[config.mk]
export PLATFORM = sky130hd
export DESIGN_NAME = csp_cell
export DESIGN_NICKNAME = d
export VERILOG_FILES = /design/src/design/csp_pkg.sv /design/src/design/csp_cell.sv
export SDC_FILE = /design/constraint.sdc
export NUM_CORES = 1
export LEC_CHECK = 0
export BUFFER_PORTS_ARGS = -buffer_cell sky130_fd_sc_hd__buf_2
export CAP_MARGIN = 30
export CORE_MARGIN = 8
export CORE_UTILIZATION = 40
export CTS_CLUSTER_DIAMETER = 50
export CTS_CLUSTER_SIZE = 14
export DETAILED_ROUTE_END_ITERATION = 8
export GPL_TIMING_DRIVEN = 1
export PLACE_DENSITY = 0.78
export SYNTH_ARGS = -nofsm -noshare
export SYNTH_HDL_FRONTEND = slang
export SYNTH_SLANG_ARGS = --single-unit
[constraint.sdc]
create_clock -name aclk -period 4.3 [get_ports aclk]
set_input_delay 0.215 -clock aclk [delete_from_list [all_inputs] [get_ports aclk]]
set_output_delay 0.215 -clock aclk [all_outputs]
set_load 0.02 [all_outputs]
[src/design/csp_pkg.sv]
// Shared types, constants and helpers for the convex support point block.
package csp_pkg;

    localparam int COORD_W    = 32;
    localparam int QUAT_W     = 16;
    localparam int MAT_W      = 30;
    localparam int DOT_W      = 66;
    localparam int SLOT_W     = 6;
    localparam int COUNT_W    = 7;
    localparam int MARGIN_W   = 31;
    localparam int SEARCH_MAX = 64;

    localparam logic OP_LOAD  = 1'b0;
    localparam logic OP_QUERY = 1'b1;

    localparam logic CFG_VERTEX_COUNT = 1'b0;
    localparam logic CFG_MARGIN       = 1'b1;

    typedef logic signed [COORD_W-1:0] coord_t;
    typedef logic signed [QUAT_W-1:0]  quat_t;
    typedef logic signed [MAT_W-1:0]   mat_t;

    typedef enum logic [2:0] {
        ST_IDLE, ST_PROD, ST_MATRIX, ST_SWEEP, ST_DRAIN, ST_SCALE, ST_FINISH
    } top_state_t;

    typedef enum logic [2:0] {
        NM_IDLE, NM_SQUARE, NM_SUM, NM_SHIFT, NM_ROOT, NM_PREP, NM_DIVIDE, NM_DONE
    } norm_state_t;

    typedef struct packed {
        logic done;
        logic zero;
    } norm_status_t;

    // clamp a 64-bit signed value into a Q16.16 coordinate
    function automatic coord_t sat_coord(input logic signed [63:0] v);
        coord_t r;
        if (v[63:31] == {33{v[63]}}) begin
            r = v[31:0];
        end else if (v[63]) begin
            r = 32'sh8000_0000;
        end else begin
            r = 32'sh7fff_ffff;
        end
        return r;
    endfunction

endpackage

[src/design/csp_cell.sv]
// One vertex cell of the rotating vertex store.
module csp_cell (
    input  logic            aclk,
    input  logic            load_en,
    input  logic            shift_en,
    input  csp_pkg::coord_t load_vert [3],
    input  csp_pkg::coord_t shift_in  [3],
    output csp_pkg::coord_t vert      [3]
);

    csp_pkg::coord_t vert_reg [3];

    always_ff @(posedge aclk) begin
        if (load_en) begin
            vert_reg <= load_vert;
        end else if (shift_en) begin
            vert_reg <= shift_in;
        end
    end

    assign vert = vert_reg;

endmodule

=== After elaboration in Yosys (flattened, before gate mapping) ===
Index checks and enable logic that the tools add are counted.

* Bits in registers: 96
* Input bits: 195
* Output and inout port bits: 96
* Word-level logic and storage cells: 6

* Mux-type cells: 2
* Reductions and logical operators: 1

{| class="wikitable"
|+ Operators with widths
! kind !! number
|-
| $mux W96 || 2
|-
| $reduce_bool A2 Y1 || 1
|}

=== Logic depth before layout (Yosys ltp) ===
Gate-level depths: netlist of the first run.

* Word-level depth: 2
* Gate-level depth with buffers: 4
* Depth with buffers taken out: 1

=== Worst setup path before layout of the first run ===
Ideal clock, no wire load.

* Kind: input port to flip-flop
* From: input load_en
* To: register vert_reg (netlist bit vert[0]) (enable)
* Setup time: 0.461 ns
* Arrival: 2.743 ns
* Required time: 3.839 ns
* Setup slack: 1.097 ns
* Stages: 4
* Buffers on the path: 3
* Cell sequence: buf_6 > buf_6 > buf_6 > or2_1

* Longest elaborated chain between the ends: 1

{| class="wikitable"
|+ Ends and longest elaborated chain
! item !! RTL line !! RTL
|-
| start: declaration || csp_cell.sv:4 || <nowiki>input logic load_en,</nowiki>
|-
| $reduce_bool A2 Y1 (no line) || -- ||
|-
| end signal: assignment || csp_cell.sv:15 || <nowiki>vert_reg <= load_vert;</nowiki>
|-
| end signal: assignment || csp_cell.sv:17 || <nowiki>vert_reg <= shift_in;</nowiki>
|-
| end: declaration || csp_cell.sv:11 || <nowiki>csp_pkg::coord_t vert_reg [3];</nowiki>
|}

Every way passes these cells.
A chain may end at the register's enable or synchronous reset.

=== Final worst setup path of the first run ===
* From: input load_en
* To: register vert_reg (netlist bit vert[94]) (data pin)

* Longest elaborated chain between the ends: 1

{| class="wikitable"
|+ Ends and longest elaborated chain
! item !! RTL line !! RTL
|-
| $mux W96 || csp_cell.sv:14 || <nowiki>if (load_en) begin</nowiki>
|}

Every way passes these cells.

==> impl_metrics.csv, run 1 <==
group,metric,value,unit
status,outcome,"completed",
detailed_routing,drtPass1Iterations,4,
detailed_routing,post_drt_wl_per_cell,18.5,um
detailed_routing,wl,11800,um
logic_synthesis,synth_top_area_frac,0.692,
global_routing,grt_pass1_vias,3493,
sta,tns,0,ns
final_layout,final_core_util,0.581,
worst_setup_path,cp_top_family,"buffers and inverters",
sta,maxSlewViolCount,0,
worst_setup_path,cp-endpoint,"vert[94]",
die,die_area,13900,um^2
worst_setup_path,required,4.41,ns
final_layout,largest_reg_flops,96,
die,row_count,37,
die,die_h,118,um
sta,hold_viol,0,
worst_setup_path,critPathSlowestCell,"buf_4",
cts,cts_resized,0,
logic_synthesis,yosys.cell_types.count,6,
logic_synthesis,synth_edf_count,96,
logic_synthesis,synthTopCellsByArea,"edfxtp_1 (69%), mux2_2 (18%), mux2_4 (10%), buf_6 (1.4%), buf_2 (0.72%)",
die,start_util,0.407,
cts,postCtsSetupBuffers,0,
logic_synthesis,ys_async_sr_fraction,0,
global_routing,grtUsageMet3,0.0878,
logic_synthesis,ys_ff_latch,96,
global_routing,busiest_layer,"met2",
pwr,total_power,2.25,mW
final_layout,drive_above_1_share,0.802,
global_routing,grt_usage,0.163,
logic_synthesis,syn-num-nets,399,
detailed_routing,drtIter0Drc,80,
detailed_routing,drc_errors,0,
pwr,powerDensity,378,nW/um^2
final_layout,finalNetCount,692,
logic_synthesis,netlist_area,4170,um^2
sta,setup_viol,0,
global_routing,use_met1,0.144,
run,drv_cap,0,
pwr,vdd_drop_max,0.182,mV
worst_setup_path,startpoint_type,"input port",
cts,clk_path_buf_depth,2,
detailed_routing,via_per_inst,4.60,
logic_synthesis,syn_area_per_cell,20.4,um^2
global_routing,grt_pass1_wl,17700,um
global_routing,antenna_found_initial,0,
worst_setup_path,crit_type,"input port to flop",
die,die_x,118,um
place,port_buffers,290,
die,ios,291,
sta,hold_slack,0.155,ns
global_routing,grt_overflow,0,
sta,period_share,0.414,
hold_path,hold_class,"input port to flop",
detailed_routing,ant_nets,0,
logic_synthesis,ys_warn_count,0,
logic_synthesis,synth-main-ff-cell,"edfxtp_1",
worst_setup_path,critPathCaptureType,"flop",
sta,slew_headroom,0.503,
place,place_congestion,0.791,
final_layout,syn2layout_area_growth,42.8,%
sta,rsz0062_at_grt,"no",
worst_setup_path,slowest_delay,0.68,ns
sta,fin_crit,1.78,ns
worst_setup_path,cp.depth,3,
worst_setup_path,cp.arrival,1.89,ns
cts,numCtsBuffers,9,
detailed_routing,vias,2932,
cts,htree_num_levels,3,
logic_synthesis,yosysSeqAreaShare,0.692,
logic_synthesis,synthTopCellsByCount,"edfxtp_1 (96), mux2_2 (67), mux2_4 (29)",
global_routing,grt_start_max_net_pins,56,
logic_synthesis,yosysTopAreaCell,"edfxtp_1",
logic_synthesis,synth.most_common_cell,"edfxtp_1",
final_layout,diodes,0,
final_layout,fill_cells,850,
sta,fmax,562,MHz
worst_setup_path,cp_common_cell,"buf_4",
worst_setup_path,path_buf_inv,2,
global_routing,met2_usage,0.294,
cts,ctsHoldBuffers,0,
cts,cts_tree,"built",
worst_setup_path,path_cells,"buf_4 -> buf_4 -> mux2_2",
hold_path,min_from,"shift_in[90]",
logic_synthesis,synth_cells,204,
die,core_region_area,10200,um^2
pwr,p_leak,2.75,nW
sta,tightest_slew,0.745,ns
cts,root_buffer,"clkbuf_8",
cts,cts_sinks,96,
worst_setup_path,startpoint,"load_en",
worst_setup_path,cp_max_fo,50,
cts,clkTransAtPathRegs,0.09,ns
==> report_power, final <==
| group | switching, mW | internal, mW |
|---|---|---|
| sequential | 0.0252 | 1.15 |
| combinational | 0.258 | 0.208 |
| clock | 0.292 | 0.320 |
==> worst min path at each step <==
stage               endpoint  slack, ns  cells past startpoint
global placement    vert[68]       0.51                      2
global route        vert[86]       0.12                      2
finish              vert[90]       0.15                      2
floorplan           vert[64]       0.43                      1
CTS                 vert[74]       0.12                      2
detailed placement  vert[83]       0.52                      2
==> layout by cell type (no fill, tap or decap) <==
master,n
buf_2,289
edfxtp_1,96
mux2_2,67
mux2_4,29
clkbuf_8,9
buf_4,3
bufinv_16,2
clkinv_1,2
or2_4,1
clkinv_2,1
clkbuf_1,1
buf_16,1
==> stage by stage <==
stage                     instances  cell area [um^2]  setup slack (ns)
after floorplan                 204              4170              1.10
after global placement          621              5720              1.91
after detailed placement        622              5750              2.12
after CTS                       637              5950              2.52
after global routing            637              5950              2.46
final                           637              5950              2.52
==> cell type report <==
class | count | area, um^2 | share of cell area
multi-input combinational | 97 | 1200 | 0.202
sequential | 96 | 2880 | 0.485
clock inverter | 5 | 72.6 | 0.0122
timing repair buffer | 293 | 1500 | 0.252
tap | 136 | 170 | 0.0286
clock buffer | 10 | 128 | 0.0215
==> layer usage <==
metal,part of all wire,up-vias
li1,-,1385
met1,0.34,1350
met2,0.52,176
met3,0.11,21
met4,0.028,0
met5,0,-
==> kinds of logic after synthesis <==
| kind of cell | after synthesis | share of synthesized area |
|---|---|---|
| and+or+nand+nor | 1 | 0.00150 |
| DFF | 96 | 0.692 |
| muxes | 96 | 0.286 |
| buffers and inverters | 11 | 0.0207 |
Note: power is estimated with default switching activity, not from simulation.
==> run 2: changes to the inputs <==
Settings changed: CORE_UTILIZATION 40 to 37, PLACE_DENSITY 0.78 to 0.76.
Clock period 4.3 ns to 1.6 ns, I/O delays scaled along.
==> impl_metrics.csv, run 2 (synthesis results as in run 1) <==
group,metric,value,unit
status,outcome,"completed",
worst_setup_path,path_cells,"buf_2",
worst_setup_path,cp.arrival,0.88,ns
cts,ctsHoldBuffers,0,
hold_path,hold_class,"input port to flop",
die,die_area,14900,um^2
cts,root_buffer,"clkbuf_16",
final_layout,instances_no_fill,642,
sta,fmax,1040,MHz
detailed_routing,post_drt_wl_per_cell,18.1,um
cts,cts_tree,"built",
worst_setup_path,startpoint_type,"flop",
sta,rsz0062_at_grt,"no",
detailed_routing,vias,2891,
die,start_util,0.381,
sta,fin_crit,0.964,ns
die,row_count,38,
sta,period_share,0.603,
final_layout,diodes,0,
cts,clkTransAtPathRegs,0.06,ns
worst_setup_path,crit_type,"flop to output pin",
pwr,vdd_drop_max,0.439,mV
die,die_h,122,um
sta,hold_slack,0.0481,ns
sta,slew_headroom,0.805,
final_layout,syn2layout_area_growth,46.3,%
pwr,swShare,0.242,
cts,clk_path_buf_depth,2,
detailed_routing,drtPass1Iterations,4,
global_routing,antenna_found_initial,0,
sta,hold_viol,0,
global_routing,grt_overflow,0,
pwr,powerDensity,1080,nW/um^2
final_layout,stdcell_area,6090,um^2
sta,setup_viol,0,
cts,htree_num_levels,3,
detailed_routing,ant_nets,0,
sta,tightest_slew,0.293,ns
detailed_routing,drtIter0Drc,178,
final_layout,finalNetCount,693,
run,drv_cap,0,
pwr,p_leak,2.81,nW
place,port_buffers,290,
final_layout,largest_reg_flops,96,
worst_setup_path,required,1.52,ns
worst_setup_path,critPathSlowestCell,"edfxtp_1",
final_layout,final_core_util,0.557,
sta,tns,0,ns
cts,cts_sinks,96,
worst_setup_path,slowest_delay,0.38,ns
worst_setup_path,cp_max_fo,1,
global_routing,grt_pass1_vias,3311,
pwr,comb_power_share,0.191,
sta,maxSlewViolCount,0,
place,place_congestion,0.796,
place,dpl.hpwl,9560,um
global_routing,grt_start_max_net_pins,55,
detailed_routing,drc_errors,0,
cts,numCtsBuffers,9,
worst_setup_path,cp_top_family,"flip-flops",
cts,postCtsSetupBuffers,0,
final_layout,final_common_cell,"buf_2",
cts,cts_resized,0,
die,ios,291,
pwr,clkPwrFrac,0.331,
global_routing,grt_pass1_wl,17300,um
pwr,seq_power_share,0.477,
place,place_area,5790,um^2
pwr,power_switching,1.59,mW
die,core_region_area,10900,um^2
pwr,power.internal,5.00,mW
detailed_routing,wl,11600,um
worst_setup_path,critPathCaptureType,"output pin",
global_routing,grt_usage,0.151,
worst_setup_path,path_buf_inv,1,
detailed_routing,via_per_inst,4.50,
final_layout,layout_common_cells,"buf_2 (289), edfxtp_1 (96), mux2_2 (67)",
die,die_x,122,um
final_layout,drive_above_1_share,0.803,
place,dp_cells,627,
==> run 2: area by class of cell <==
class                      count  area (um^2)
sequential                    96         2880
timing repair buffer         294         1530
fill                         875         4840
tap                          140          175
clock inverter                 5         72.6
clock buffer                  10          229
multi-input combinational     97         1200
==> run 2: power groups by stage <==
| stage | logic [mW] | registers, mW | clock network [mW] |
|---|---|---|---|
| global placement | 1.26 | 3.20 | 0 |
| detailed placement | 1.28 | 3.20 | 0 |
| global route | 1.35 | 3.18 | 2.34 |
| floorplan | 0.329 | 3.59 | 0 |
| finish | 1.26 | 3.15 | 2.18 |
| CTS | 1.28 | 3.15 | 2.24 |
==> run 2: final timing paths <==
| check | startpoint | to | slack (ns) | cells past startpoint |
|---|---|---|---|---|
| max | vert[65] | vert[65] | 0.64 | 1 |
| min | shift_in[91] | vert[91] | 0.05 | 2 |
==> run 2: metal layers <==
layer	global-route usage	part of all wire	wire [um]	vias up
li1	-	-	-	1388
met1	0.159	0.35	4060	1311
met2	0.263	0.52	6000	178
met3	0.0671	0.12	1370	14
met4	0.0556	0.018	204	0
met5	0	0	0	-
==> run 2: per-stage QoR <==
stage                     total power, mW  setup slack [ns]
after floorplan                      3.91          -0.00248
after global placement               4.45             0.400
after detailed placement             4.48             0.375
after CTS                            6.68             0.603
after global routing                 6.86             0.588
final                                6.60             0.636
==> run 3: changes to the inputs <==
Clock period 1.6 ns to 0.8 ns, I/O delays scaled along.
==> impl_metrics.csv, run 3 (synthesis results as in run 1) <==
group,metric,value,unit
place,port_buffers,290,
place,dpl.hpwl,9750,um
cts,clk_path_buf_depth,2,
die,die_area,14900,um^2
cts,clkTransAtPathRegs,0.07,ns
final_layout,final_common_cell,"buf_2",
sta,slew_headroom,0.823,
cts,root_buffer,"clkbuf_16",
pwr,total_power,13.9,mW
worst_setup_path,path_buf_inv,1,
place,dp_slack,-0.316,ns
run,drv_cap,0,
sta,setup_viol,96,
die,row_count,38,
detailed_routing,post_drt_wl_per_cell,18.9,um
sta,rsz0062_at_grt,"yes",
place,place_area,5820,um^2
status,outcome,"finished, violations left",
worst_setup_path,cp_top_family,"flip-flops",
pwr,vdd_drop_max,0.986,mV
global_routing,grt_pass1_vias,3389,
cts,numCtsBuffers,9,
global_routing,grt_usage,0.154,
detailed_routing,vias,2937,
worst_setup_path,critPathCaptureType,"output pin",
final_layout,largest_reg_flops,96,
sta,hold_viol,0,
global_routing,grt_start_max_net_pins,50,
worst_setup_path,startpoint_type,"flop",
place,place_congestion,0.862,
final_layout,diodes,0,
pwr,p_leak,2.99,nW
detailed_routing,drtIter0Drc,133,
final_layout,syn2layout_area_growth,58.8,%
sta,maxSlewViolCount,0,
detailed_routing,drtPass1Iterations,3,
worst_setup_path,slowest_delay,0.41,ns
die,start_util,0.381,
cts,cts_sinks,96,
detailed_routing,drc_errors,0,
worst_setup_path,required,0.76,ns
cts,cts_tree,"built",
worst_setup_path,crit_type,"flop to output pin",
die,core_region_area,10900,um^2
sta,tightest_slew,0.266,ns
sta,fmax,1080,MHz
worst_setup_path,cp_max_fo,1,
detailed_routing,via_per_inst,4.54,
worst_setup_path,cp.arrival,0.89,ns
global_routing,antenna_found_initial,0,
final_layout,drive_above_1_share,0.807,
worst_setup_path,path_cells,"buf_6",
place,dp_cells,631,
detailed_routing,wl,12200,um
status,violations,"negative setup slack",
sta,setup_slack,-0.128,ns
final_layout,instances_no_fill,647,
sta,period_share,1.16,
pwr,powerDensity,2100,nW/um^2
detailed_routing,ant_nets,0,
die,die_h,122,um
final_layout,stdcell_area,6620,um^2
hold_path,hold_class,"input port to flop",
worst_setup_path,critPathSlowestCell,"edfxtp_1",
global_routing,grt_overflow,0,
cts,htree_num_levels,3,
final_layout,layout_common_cells,"buf_2 (212), edfxtp_1 (96), buf_6 (77)",
sta,fin_crit,0.928,ns
die,die_x,122,um
die,ios,291,
global_routing,grt_pass1_wl,17700,um
final_layout,finalNetCount,697,
## run 3: cell types whose count changed in the layout (fill, tap and decap cells not counted), sizes merged
cell | previous run | this run
clkinv | 3 | 2
clkinvlp | 0 | 2
buf | 294 | 298
## run 3: through the flow
stage,util,hold slack (ns),TNS [ns]
after floorplan,-,0.257,-85.38
after global placement,0.532,0.340,-38.30
after detailed placement,0.532,0.343,-43.84
after CTS,0.587,-0.0112,-11.06
after global routing,0.605,-0.0102,-12.57
final,0.605,0.00179,-9.40
## run 3: area by class of cell
| type | instances | area (um^2) |
|---|---|---|
| multi-input cells | 97 | 1200 |
| clock buffers | 10 | 229 |
| flip-flops and latches | 96 | 2880 |
| repair buffers | 298 | 2050 |
| clock inverters | 6 | 83.8 |
| well taps | 140 | 175 |
| fillers | 840 | 4320 |
## run 3: repair_timing
action / CTS / global route
hold endpoints to repair: 37 / 8
setup endpoints to repair: 96 / 96
setup buffers: 0 / 0
pin swaps: 0 / 0
gates resized for setup: 92 / 63
## run 3: path summary, 6_finish.rpt
check	end	depth (start not counted)	startpoint
setup / recovery	vert[42]	1	vert[42]
hold / removal	vert[90]	2	shift_in[90]
## run 3: power breakdown
part | switching (mW) | total [mW] | internal, mW
Clock | 1.74 | 4.46 | 2.72
Combinational | 1.40 | 3.04 | 1.64
Sequential | 0.233 | 6.42 | 6.19
## run 3: layer usage
metal	wire (um)	GRT usage	share of wire
met5	0	0	0
met4	196	0.0617	0.016
met3	1320	0.0602	0.11
met2	6570	0.283	0.54
met1	4160	0.153	0.34
